## src/hdl/bsam_pkg.sv

```systemverilog
package bsam_pkg;

   localparam int POS_W    = 16;
   localparam int DATA_W   = 8;
   localparam int SIZE_W   = 5;
   localparam int TOT_W    = 17;
   localparam int STRIDE_W = 2 * SIZE_W;
   localparam int CSR_W    = TOT_W;
   localparam int CSR_IDX_W = 2;
   localparam int PROD_W   = POS_W + TOT_W;

   // largest buffer the map handles, larger sizes are clamped to it
   localparam logic [TOT_W-1:0] MAX_BYTES = TOT_W'(65536);
   // numerator of the fixed-point reciprocal, one unit above the widest offset
   localparam logic [TOT_W-1:0] RECIP_NUM = TOT_W'(2 ** POS_W);

   typedef enum logic [CSR_IDX_W-1:0] {
      REG_TYPE_SIZE   = 2'd0,
      REG_COMP_COUNT  = 2'd1,
      REG_TOTAL_BYTES = 2'd2,
      REG_DIRECTION   = 2'd3
   } csr_index_type;

   // derived mapping values; the user must keep them stable while items are in flight, the block does not enforce it
   typedef struct packed {
      logic             passthru;
      logic [TOT_W-1:0] total;
      logic [TOT_W-1:0] limit;
      logic [TOT_W-1:0] divisor;
      logic [TOT_W-1:0] factor;
      logic [TOT_W-1:0] recip;
   } map_cfg_type;

endpackage

```

## src/hdl/bsam_div.sv

```systemverilog
module bsam_div (
   input  logic                      clock,
   input  logic                      reset,
   input  logic                      start,
   input  logic [bsam_pkg::TOT_W-1:0] dividend,
   input  logic [bsam_pkg::TOT_W-1:0] divisor,
   output logic                      done,
   output logic [bsam_pkg::TOT_W-1:0] quotient
);
   import bsam_pkg::*;

   logic [TOT_W-1:0] rem_ff, rem_in;
   logic [TOT_W-1:0] quo_ff, quo_in;
   logic [TOT_W-1:0] dsr_ff, dsr_in;
   logic [4:0]       cnt_ff, cnt_in;
   logic             run_ff, run_in;
   logic             done_ff, done_in;
   logic [TOT_W:0]   trial;

   // restoring division, one quotient bit a cycle
   always_comb begin
      trial   = {rem_ff, quo_ff[TOT_W-1]};
      rem_in  = rem_ff;
      quo_in  = quo_ff;
      dsr_in  = dsr_ff;
      cnt_in  = cnt_ff;
      run_in  = run_ff;
      done_in = 1'b0;
      if (start) begin
         rem_in = '0;
         quo_in = dividend;
         dsr_in = divisor;
         cnt_in = '0;
         run_in = 1'b1;
      end else if (run_ff) begin
         if (trial >= {1'b0, dsr_ff}) begin
            rem_in = TOT_W'(trial - {1'b0, dsr_ff});
            quo_in = {quo_ff[TOT_W-2:0], 1'b1};
         end else begin
            rem_in = trial[TOT_W-1:0];
            quo_in = {quo_ff[TOT_W-2:0], 1'b0};
         end
         cnt_in = cnt_ff + 5'd1;
         if (cnt_ff == 5'(TOT_W - 1)) begin
            run_in  = 1'b0;
            done_in = 1'b1;
         end
      end
   end

   always_ff @(posedge clock) begin
      rem_ff <= rem_in;
      quo_ff <= quo_in;
      dsr_ff <= dsr_in;
      cnt_ff <= cnt_in;
      if (reset) begin
         run_ff  <= 1'b0;
         done_ff <= 1'b0;
      end else begin
         run_ff  <= run_in;
         done_ff <= done_in;
      end
   end

   assign done     = done_ff;
   assign quotient = quo_ff;

endmodule

```

## src/hdl/bsam_cfg.sv

```systemverilog
module bsam_cfg (
   input  logic                          clock,
   input  logic                          reset,
   input  logic                          csr_we,
   input  logic [bsam_pkg::CSR_IDX_W-1:0] csr_index,
   input  logic [bsam_pkg::CSR_W-1:0]     csr_wdata,
   output logic                          busy,
   output bsam_pkg::map_cfg_type         cfg
);
   import bsam_pkg::*;

   typedef enum logic [1:0] {
      S_IDLE,
      S_ECOUNT,
      S_RECIP,
      S_LIMIT
   } state_type;

   state_type         state_ff;
   logic [SIZE_W-1:0] type_size_ff;
   logic [SIZE_W-1:0] comp_count_ff;
   logic [TOT_W-1:0]  total_ff;
   logic              direction_ff;
   logic [STRIDE_W-1:0] stride_ff;
   logic [TOT_W-1:0]  ecount_ff;
   logic              div_start_ff;
   map_cfg_type       cfg_ff;

   logic [STRIDE_W-1:0] stride_c;
   logic [TOT_W-1:0]  total_clamp;
   logic [TOT_W-1:0]  div_dividend;
   logic [TOT_W-1:0]  div_divisor;
   logic              div_done;
   logic [TOT_W-1:0]  div_quotient;
   logic [TOT_W+STRIDE_W-1:0] limit_prod;

   assign stride_c    = STRIDE_W'(type_size_ff) * STRIDE_W'(comp_count_ff);
   assign total_clamp = (total_ff > MAX_BYTES) ? MAX_BYTES : total_ff;
   assign limit_prod  = (TOT_W+STRIDE_W)'(ecount_ff) * (TOT_W+STRIDE_W)'(stride_ff);

   // first pass: element count, second pass: reciprocal of the divisor in use
   always_comb begin
      if (state_ff == S_ECOUNT) begin
         div_dividend = total_clamp;
         div_divisor  = TOT_W'(stride_c);
      end else begin
         div_dividend = RECIP_NUM;
         div_divisor  = direction_ff ? ecount_ff : TOT_W'(stride_ff);
      end
   end

   bsam_div u_div (
      .clock    (clock),
      .reset    (reset),
      .start    (div_start_ff),
      .dividend (div_dividend),
      .divisor  (div_divisor),
      .done     (div_done),
      .quotient (div_quotient)
   );

   always_ff @(posedge clock) begin
      stride_ff <= stride_c;
      if (reset) begin
         type_size_ff    <= SIZE_W'(4);
         comp_count_ff   <= SIZE_W'(1);
         total_ff        <= '0;
         direction_ff    <= 1'b0;
         state_ff        <= S_IDLE;
         div_start_ff    <= 1'b0;
         ecount_ff       <= '0;
         cfg_ff          <= '{passthru: 1'b1, default: '0};
      end else begin
         div_start_ff <= 1'b0;
         if (csr_we) begin
            unique case (csr_index_type'(csr_index))
               REG_TYPE_SIZE:   type_size_ff  <= csr_wdata[SIZE_W-1:0];
               REG_COMP_COUNT:  comp_count_ff <= csr_wdata[SIZE_W-1:0];
               REG_TOTAL_BYTES: total_ff      <= csr_wdata[TOT_W-1:0];
               REG_DIRECTION:   direction_ff  <= csr_wdata[0];
            endcase
            state_ff     <= S_ECOUNT;
            div_start_ff <= 1'b1;
         end else begin
            unique case (state_ff)
               S_IDLE: begin
               end
               S_ECOUNT: begin
                  if (div_done && !div_start_ff) begin
                     ecount_ff    <= div_quotient;
                     state_ff     <= S_RECIP;
                     div_start_ff <= 1'b1;
                  end
               end
               S_RECIP: begin
                  if (div_done && !div_start_ff) begin
                     cfg_ff.recip <= div_quotient;
                     state_ff     <= S_LIMIT;
                  end
               end
               S_LIMIT: begin
                  cfg_ff.passthru <= (stride_ff <= STRIDE_W'(1)) || (ecount_ff == '0);
                  cfg_ff.total    <= total_clamp;
                  cfg_ff.limit    <= limit_prod[TOT_W-1:0];
                  cfg_ff.divisor  <= direction_ff ? ecount_ff : TOT_W'(stride_ff);
                  cfg_ff.factor   <= direction_ff ? TOT_W'(stride_ff) : ecount_ff;
                  state_ff        <= S_IDLE;
               end
            endcase
         end
      end
   end

   assign busy = (state_ff != S_IDLE);
   assign cfg  = cfg_ff;

endmodule

```

## src/hdl/bsam_pipe.sv

```systemverilog
module bsam_pipe (
   input  logic                        clock,
   input  logic                        reset,
   input  logic                        in_valid,
   input  logic [bsam_pkg::POS_W-1:0]  position,
   input  logic [bsam_pkg::DATA_W-1:0] data_byte,
   input  bsam_pkg::map_cfg_type       cfg,
   output logic                        out_valid,
   output logic [bsam_pkg::POS_W-1:0]  dest_position,
   output logic [bsam_pkg::DATA_W-1:0] data_out,
   output logic                        out_of_range
);
   import bsam_pkg::*;

   // valid bits
   logic v1_ff, v2_ff, v3_ff, v4_ff, v5_ff;

   // stage 1: range checks
   logic [POS_W-1:0]  p1_ff, p2_ff, p3_ff, p4_ff;
   logic [DATA_W-1:0] b1_ff, b2_ff, b3_ff, b4_ff;
   logic              oor1_ff, oor2_ff, oor3_ff, oor4_ff;
   logic              byp1_ff, byp2_ff, byp3_ff, byp4_ff;
   logic              oor1_in, byp1_in;

   // stage 2: reciprocal estimate of the quotient
   logic [PROD_W-1:0] est_prod;
   logic [POS_W-1:0]  q2_ff, q2_in;

   // stage 3: remainder of the estimate
   logic [PROD_W-1:0] back_prod;
   logic [PROD_W-1:0] diff;
   logic [POS_W-1:0]  q3_ff;
   logic [TOT_W-1:0]  r3_ff, r3_in;

   // stage 4: one correction step
   logic [POS_W-1:0]  q4_ff, q4_in;
   logic [TOT_W-1:0]  r4_ff, r4_in;

   // stage 5: recombine
   logic [2*TOT_W-1:0] comb_prod;
   logic [2*TOT_W-1:0] comb_sum;
   logic [POS_W-1:0]   dest_ff, dest_in;
   logic [DATA_W-1:0]  data_ff;
   logic               oor5_ff;

   assign oor1_in = ({1'b0, position} >= cfg.total);
   assign byp1_in = cfg.passthru || ({1'b0, position} >= cfg.limit);

   assign est_prod = PROD_W'(p1_ff) * PROD_W'(cfg.recip);
   assign q2_in    = est_prod[2*POS_W-1:POS_W];

   assign back_prod = PROD_W'(q2_ff) * PROD_W'(cfg.divisor);
   assign diff      = PROD_W'(p2_ff) - back_prod;
   assign r3_in     = diff[TOT_W-1:0];

   always_comb begin
      if (r3_ff >= cfg.divisor) begin
         q4_in = q3_ff + POS_W'(1);
         r4_in = r3_ff - cfg.divisor;
      end else begin
         q4_in = q3_ff;
         r4_in = r3_ff;
      end
   end

   assign comb_prod = (2*TOT_W)'(r4_ff) * (2*TOT_W)'(cfg.factor);
   assign comb_sum  = comb_prod + (2*TOT_W)'(q4_ff);

   always_comb begin
      if (oor4_ff) begin
         dest_in = '0;
      end else if (byp4_ff) begin
         dest_in = p4_ff;
      end else begin
         dest_in = comb_sum[POS_W-1:0];
      end
   end

   always_ff @(posedge clock) begin
      if (reset) begin
         v1_ff <= 1'b0;
         v2_ff <= 1'b0;
         v3_ff <= 1'b0;
         v4_ff <= 1'b0;
         v5_ff <= 1'b0;
      end else begin
         v1_ff <= in_valid;
         v2_ff <= v1_ff;
         v3_ff <= v2_ff;
         v4_ff <= v3_ff;
         v5_ff <= v4_ff;
      end
   end

   always_ff @(posedge clock) begin
      p1_ff   <= position;
      b1_ff   <= data_byte;
      oor1_ff <= oor1_in;
      byp1_ff <= byp1_in;

      p2_ff   <= p1_ff;
      b2_ff   <= b1_ff;
      oor2_ff <= oor1_ff;
      byp2_ff <= byp1_ff;
      q2_ff   <= q2_in;

      p3_ff   <= p2_ff;
      b3_ff   <= b2_ff;
      oor3_ff <= oor2_ff;
      byp3_ff <= byp2_ff;
      q3_ff   <= q2_ff;
      r3_ff   <= r3_in;

      p4_ff   <= p3_ff;
      b4_ff   <= b3_ff;
      oor4_ff <= oor3_ff;
      byp4_ff <= byp3_ff;
      q4_ff   <= q4_in;
      r4_ff   <= r4_in;

      dest_ff <= dest_in;
      data_ff <= b4_ff;
      oor5_ff <= oor4_ff;
   end

   assign out_valid     = v5_ff;
   assign dest_position = dest_ff;
   assign data_out      = data_ff;
   assign out_of_range  = oor5_ff;

endmodule

```

## src/hdl/byte_shuffle_address_map.sv

```systemverilog
// byte shuffle address map: for each byte offset of a buffer, gives the offset it moves to
// under the byte shuffle prefilter (direction 0) or its inverse (direction 1). a request is
// taken on any cycle with start high and busy low, one per cycle, and its result appears
// as a one-cycle rsp_valid strobe at the pipeline output; the receiver cannot hold it off,
// so nothing here ever stalls. every register write starts a recompute of the element
// count (total / stride) and of a fixed-point reciprocal of the active divisor on a
// one-bit-per-cycle divider; busy stays high until the recompute after the last write ends and no
// request is taken meanwhile. write registers only with no requests in flight.
// offsets at or beyond the buffer size come back flagged with a destination of zero
module byte_shuffle_address_map (
   input  logic                          clock,
   input  logic                          reset,
   // request side
   input  logic                          start,
   output logic                          busy,
   input  logic [bsam_pkg::POS_W-1:0]    req_position,
   input  logic [bsam_pkg::DATA_W-1:0]   req_data_byte,
   // result side
   output logic                          rsp_valid,
   output logic [bsam_pkg::POS_W-1:0]    rsp_dest_position,
   output logic [bsam_pkg::DATA_W-1:0]   rsp_data_out,
   output logic                          rsp_out_of_range,
   // register write port
   input  logic                          csr_we,
   input  logic [bsam_pkg::CSR_IDX_W-1:0] csr_index,
   input  logic [bsam_pkg::CSR_W-1:0]    csr_wdata
);
   import bsam_pkg::*;

   map_cfg_type cfg;
   logic        req_take;

   // item enters the pipeline
   assign req_take = start && !busy;

   // register file plus the sequencer that derives element count, bounds and reciprocal
   bsam_cfg u_cfg (
      .clock     (clock),
      .reset     (reset),
      .csr_we    (csr_we),
      .csr_index (csr_index),
      .csr_wdata (csr_wdata),
      .busy      (busy),
      .cfg       (cfg)
   );

   // five-stage map: range checks, quotient estimate, remainder, correction, recombine
   bsam_pipe u_pipe (
      .clock         (clock),
      .reset         (reset),
      .in_valid      (req_take),
      .position      (req_position),
      .data_byte     (req_data_byte),
      .cfg           (cfg),
      .out_valid     (rsp_valid),
      .dest_position (rsp_dest_position),
      .data_out      (rsp_data_out),
      .out_of_range  (rsp_out_of_range)
   );

   // each taken item comes out after the fixed pipeline latency
   a_latency : assert property (@(posedge clock) disable iff (reset)
      req_take |-> ##5 rsp_valid)
      else $error("item did not emerge after pipeline latency");

   // no result without a matching item taken into the pipeline
   a_no_ghost : assert property (@(posedge clock) disable iff (reset)
      rsp_valid |-> $past(req_take, 5))
      else $error("result strobe without a matching item");

   // a register write always launches the recompute
   a_write_busy : assert property (@(posedge clock) disable iff (reset)
      csr_we |=> busy)
      else $error("register write did not raise busy");

   // flagged offsets carry a zero destination
   a_oor_zero : assert property (@(posedge clock) disable iff (reset)
      (rsp_valid && rsp_out_of_range) |-> (rsp_dest_position == '0))
      else $error("out of range result with non-zero destination");

endmodule
```

## config.mk

```make
export PLATFORM = sky130hd
export DESIGN_NAME = byte_shuffle_address_map
export DESIGN_NICKNAME = d
export VERILOG_FILES = /design/src/hdl/bsam_pkg.sv /design/src/hdl/bsam_div.sv /design/src/hdl/bsam_cfg.sv /design/src/hdl/bsam_pipe.sv /design/src/hdl/byte_shuffle_address_map.sv
export SDC_FILE = /design/constraint.sdc
export NUM_CORES = 2
export LEC_CHECK = 0
export BUFFER_PORTS_ARGS = -buffer_cell sky130_fd_sc_hd__clkbuf_2
export CAP_MARGIN = 25
export CORE_MARGIN = 3
export CORE_UTILIZATION = 45
export CTS_BUF_LIST = sky130_fd_sc_hd__clkbuf_8
export DETAILED_ROUTE_END_ITERATION = 8
export PLACE_DENSITY_LB_ADDON = 0.2
export SLEW_MARGIN = 20
export SYNTH_ARGS = -nofsm -noshare
export SYNTH_HDL_FRONTEND = slang
export SYNTH_SLANG_ARGS = --single-unit
```

## constraint.sdc

```tcl
create_clock -name clock -period 8.7 [get_ports clock]
set_input_delay 0.435 -clock clock [delete_from_list [all_inputs] [get_ports clock]]
set_output_delay 0.435 -clock clock [all_outputs]
set_load 0.02 [all_outputs]
```

# After elaboration in Yosys (flattened, before gate mapping)

Cells that the tools add are included.

Register bits: 418
Input port bits: 47
Output and inout bits: 27
Logic and storage cells: 127

Add/sub/neg operators: 6
Multipliers: 5
Order comparisons: 6
Eq/ne operators: 11
Mux-type cells: 23
Bitwise logic cells: 2
Reduce and logical (&&, ||, !) cells: 23

Operators by type and width:

| operator                | number |
|---|---|
| $mux W17                | 8 |
| $ge A16 B17 Y1          | 2 |
| $sub A17 B17 Y17        | 2 |
| $mul A16 B17 Y32        | 1 |
| $mux W16                | 2 |
| $ge A18 B17 Y1          | 1 |
| $ge A17 B17 Y1          | 1 |
| $gt A17 B17 Y1 const B  | 1 |
| $logic_not A17 Y1       | 1 |
| $mul A16 B17 Y17        | 1 |
| $mul A17 B10 Y17        | 1 |
| $mul A17 B17 Y16        | 1 |
| $sub A16 B17 Y17        | 1 |
| $add A16 B1 Y16 const B | 1 |
| $add A16 B16 Y16        | 1 |
| $reduce_and A3 Y1       | 4 |
| $le A10 B1 Y1 const B   | 1 |
| $mul A5 B5 Y10          | 1 |
| $mux W10                | 1 |
| $reduce_and A2 Y1       | 5 |
| $mux W1                 | 9 |
| $eq A2 B2 Y1 const B    | 4 |
| $pmux W2 S3             | 1 |
| $add A5 B1 Y5 const B   | 1 |
| 17 further kinds        | 24 |

# Longest topological paths before layout

Word-level depth: 5
Mapped depth: 24
Gate-level depth less buffers: 23

# By module

Synthesis repeated with hierarchy kept, for this count alone.

Cells, all modules: 4,071
Area, all modules: 37,312.0 sq um

By module, submodules not included:

| module                   | times used | cells an instance | area an instance (sq um) | sequential area each (sq um) |
|---|---|---|---|---|
| bsam_pipe                | 1          | 2,590             | 24,315.8                 | 4,304.1 |
| bsam_cfg                 | 1          | 1,163             | 9,690.5                  | 2,882.8 |
| bsam_div                 | 1          | 317               | 3,291.9                  | 1,501.4 |
| byte_shuffle_address_map | 1          | 1                 | 13.8                     | 0.0 |

# Worst setup path before layout

Ideal clock, no wire load.

Kind: reg-to-reg
From: register u_pipe.p1_ff[7]
To: register u_pipe.q2_ff[13]
Library setup time: 0.123 ns
Data arrival time: 5.854 ns
Required time: 8.577 ns
Setup slack: 2.723 ns
Stages on the path, launching flop included: 25
Buffers on the path: 2
Period minus slack after synthesis: 5.977 ns
Cell sequence: dfxtp_1 > clkbuf_1 > clkbuf_1 > nand2_1 > fa_1 > inv_1 > fa_1 > inv_1 > fa_1 > inv_1 > fa_1 > fa_1 > inv_1 > fa_1 > inv_1 > ha_1 > nand2_1 > o2111a_1 > o41ai_1 > o21ba_2 > o21ai_2 > a221o_2 > a21oi_1 > o21bai_1 > xor2_1

Cells in the longest elaborated chain, start to end: 1

Ends and longest elaborated chain:

| item                    | RTL line         | source |
|---|---|---|
| start, declared         | bsam_pipe.sv:19  | `logic [POS_W-1:0] p1_ff, p2_ff, p3_ff, p4_ff;` |
| start signal, assigned  | bsam_pipe.sv:96  | `p1_ff <= position;` |
| $mul A16 B17 Y32        | bsam_pipe.sv:49  | `assign est_prod = PROD_W'(p1_ff) * PROD_W'(cfg.recip);` |
| net u_pipe.est_prod[29] | bsam_pipe.sv:26  | `logic [PROD_W-1:0] est_prod;` |
| end signal, assigned    | bsam_pipe.sv:105 | `q2_ff <= q2_in;` |
| end, declared           | bsam_pipe.sv:27  | `logic [POS_W-1:0] q2_ff, q2_in;` |

The timed path passes the listed nets, and every way through them passes these cells.
A chain may end at the register's enable or synchronous reset.

# Final worst setup path

From: register u_pipe.p1_ff[1]
To: register u_pipe.q2_ff[13]

The elaborated chain is that of the path after synthesis.

==> impl_results.md <==
* Status: completed
* Total Wirelength at 94800 um
* Area delta synth->final at 9.11%
* Register area share after synthesis at a little under a quarter
* Setup Viol. Count Final at 0
* CP Capture Type: flip-flop
* Peak VDD IR at roughly 130 uV
* Share of cells above drive strength 1 at around 6.2%
* CTS Buf Count at 76
* Fin crit period at ~6.5 ns
* Clock root cell: clkbuf_8
* Htree depth at 3
* EDFF count, synth at 34
* Starting Density at ~46%
* Hold Startpoint: req_position[6]
* DR vias/cell at around 5.1
* Post-synth top area cell: fa_1
* Startpoint types: flip-flop
* Worst slew margin at approximately a third
* Top cell type's share of synthesized area at 27.2%
* Worst-path clk slew at around 0.07 ns
* 1st-pass router iterations at 5
* CP Class: flip-flop to flip-flop
* Fraction of registers with async set/reset at 0%
* Postcts setup bufs at 0
* Die height at roughly 290 um
* Clock latency at the later pin of the worst-skew pair at about 0.70 ns
* Number of remaining DRC errors at 0
* WHS Path Cells at 1
* DR vias at 26800
* Syn nets at just under 5000
* Max clock buf depth at 3
* DIE WIDTH at between 200 and 300 um
* Hold_buf cts at 40
* Pin count of the biggest net entering global routing at about 90
* WL per Instance at roughly 18 um
* Metal3 WL at around 5600 um
* Crit Reg-Reg Startpoint: u_pipe.p1_ff[1]
* I/O Buffers at 73
* CP arrival at around 7.1 ns
* Placed cell areas at roughly 0.038 mm2
* Top-count cell post-synth: inv_1
* Max-slew violations at 0
* R2r setup slk at between 2 and 2.5 ns
* Post-CTS Resized at 0
* Synth top cells by count: inv_1 (661), nand2_1 (615), fa_1 (502)
* Antenna violations before repair at 2
* Met2 wire len at between 40000 and 50000 um
* Main area contributors after synthesis: fa_1 (27%), dfxtp_1 (21%), ha_1 (11%)
* First-pass GRT wire length at 155000 um
* Worst R2R End: u_pipe.q2_ff[13]
* Yosys cell types at 76
* Net count reported at finish at a little under 5000
* Max Clk Rate at approximately 150 MHz
* Finished Cell Area at roughly 0.040 mm2
* Total core area at approximately 0.08 mm2
* Vias in the first global route at approximately 28000
* PwrDens at roughly 120 mW/mm2
* #FFs+latches synth at about 420
* Worst setup margin at 2.21 ns
* MaxCap Viol Count at 0
* Final worst-path cycle share at between 70% and 80%
* Rows at 104
* Required @ worst endpoint at between 9 and 10 ns
* LEAKAGE at between 15 and 20 nW
* Gate Count Post-Synth at between 4000 and 5000
* Total GRT Usage at a little under a quarter
* DRT met1 WL at 43300 um
* Cells on worst reg2reg path at 20
* Sink Count at around 420
* Worst Hold Path EP: u_pipe.p1_ff[6]
* RSZ-0062 raised after global routing: no
* Ports at 74
* Antenna-violating nets left at 0
* Design Power at roughly 5 mW
* Die Area at 0.0855 mm2
* Synth warnings at 0
* Setup TNS at 0 ns
* Cell Area, Synth at between 0.03 and 0.04 mm2
* Clk_skew at roughly 0.055 ns
* CTS tree: yes
* Hold Path Class: primary input to flip-flop
* GPL Wtd Cong at approximately 0.84
* Initial DRC count at around 1300
* Endpoints failing hold at 0
* Tightest Pin Transition at roughly 0.99 ns
* Placement Setup Slack at around 2.3 ns
* Synth Flop Type: dfxtp_1
* Dpl hpwl at 71600 um
* Mean Syn Cell Area at about 9.1 um2
* Largest fanout on the critical path at 18
* Total gr overflow at 0
* Max layer used: met4
==> metal layers <==
layer  GRT usage (%)  vias to the layer above
li1                -                    12700
met1            31.4                    13300
met2            37.4                      669
met3            3.93                      150
met4            6.70                        0
met5               0                        -
==> through the flow <==
step                      utilization (%)  cells  hold WS (ns)
after floorplan                         -   4046         0.310
after global placement               47.0   5019         0.310
after detailed placement             47.0   5019         0.312
after CTS                            49.7   5198        0.0132
after global routing                 49.7   5202        0.0290
final                                49.7   5204        0.0456
==> where the power goes <==
part / internal [mW] / total, mW / switching, mW / leakage, nW
Sequential: 2.06 / 2.26 / 0.209 / 3.47
Combinational: 0.259 / 0.607 / 0.348 / 14.3
Clock: 1.19 / 2.11 / 0.924 / 0.936
==> cell type report <==
cell class | count | area (um2)
antenna | 4 | 10.0
fill | 7733 | 40700
multi-input combinational | 2791 | 25100
clock inverter | 44 | 423
clock buffer | 95 | 1310
timing repair buffer | 133 | 951
sequential | 416 | 8670
inverter | 661 | 2480
tap | 1060 | 1330
==> kinds of logic after synthesis <==
logic type,count (synthesis),share of synthesized area (%)
AND/OR/NAND/NOR,1314,17.0
buffers and inverters,839,8.60
adder cells (fa/ha/maj),825,38.2
AO/OA/AOI/OAI,433,7.38
flip-flops,416,23.5
XOR/XNOR,176,4.18
multiplexers,43,1.17
==> worst max path at each step <==
| stage | slack, ns | endpoint | startpoint |
|---|---|---|---|
| floorplan | 2.72 | u_pipe.q2_ff[13] | u_pipe.p1_ff[7] |
| global placement | 2.42 | u_pipe.q2_ff[13] | u_pipe.p1_ff[1] |
| detailed placement | 2.28 | u_pipe.q2_ff[13] | u_cfg.cfg[10] |
| CTS | 2.29 | u_pipe.q2_ff[15] | u_cfg.cfg[11] |
| global route | 1.95 | u_pipe.q2_ff[13] | u_pipe.p1_ff[1] |
| finish | 2.21 | u_pipe.q2_ff[13] | u_pipe.p1_ff[1] |
==> flip-flops by register name, indices dropped and copies added (netlist names), 10 cells and up <==
register              flops
u_pipe.p2_ff             16
u_pipe.q3_ff             16
u_cfg.u_div.dsr_ff       17
u_pipe.q4_ff             16
u_pipe.r4_ff             16
u_cfg.total_ff           17
u_cfg.u_div.quotient     17
u_pipe.p4_ff             16
u_pipe.p1_ff             16
u_cfg.u_div.rem_ff       17
u_cfg.ecount_ff          17
u_pipe.p3_ff             16
u_pipe.r3_ff             17
u_cfg.stride_ff          10
u_pipe.q2_ff             16
u_cfg.cfg                85
u_pipe.dest_position     16
==> worst max-delay path, cell delays in order (launching register included) <==
cell,delay [ns]
dfxtp_1,0.87
nand2_1,0.19
fa_1,0.55
fa_1,0.48
fa_1,0.54
inv_1,0.05
fa_1,0.49
fa_1,0.49
inv_1,0.05
fa_1,0.47
inv_1,0.04
ha_1,0.33
a21oi_1,0.20
o2111a_1,0.23
o41ai_1,0.08
o21ba_2,0.32
o21ai_2,0.10
a221o_2,0.42
a21oi_1,0.25
o21bai_1,0.10
xor2_1,0.14
==> placed cells by master (no fill, tap or decap), types with 34 or more instances in the layout <==
cell,n
inv_1,673
nand2_1,615
fa_1,502
dfxtp_1,380
and2_1,337
ha_1,323
a21oi_1,186
nor2_1,146
xnor2_1,122
clkbuf_8,95
o21ai_0,72
clkbuf_2,72
xor2_1,54
nand3_1,49
mux2i_1,41
dlygate4sd3_1,40
a211oi_1,35
edfxtp_1,34
(Power assumes the default switching activity.)
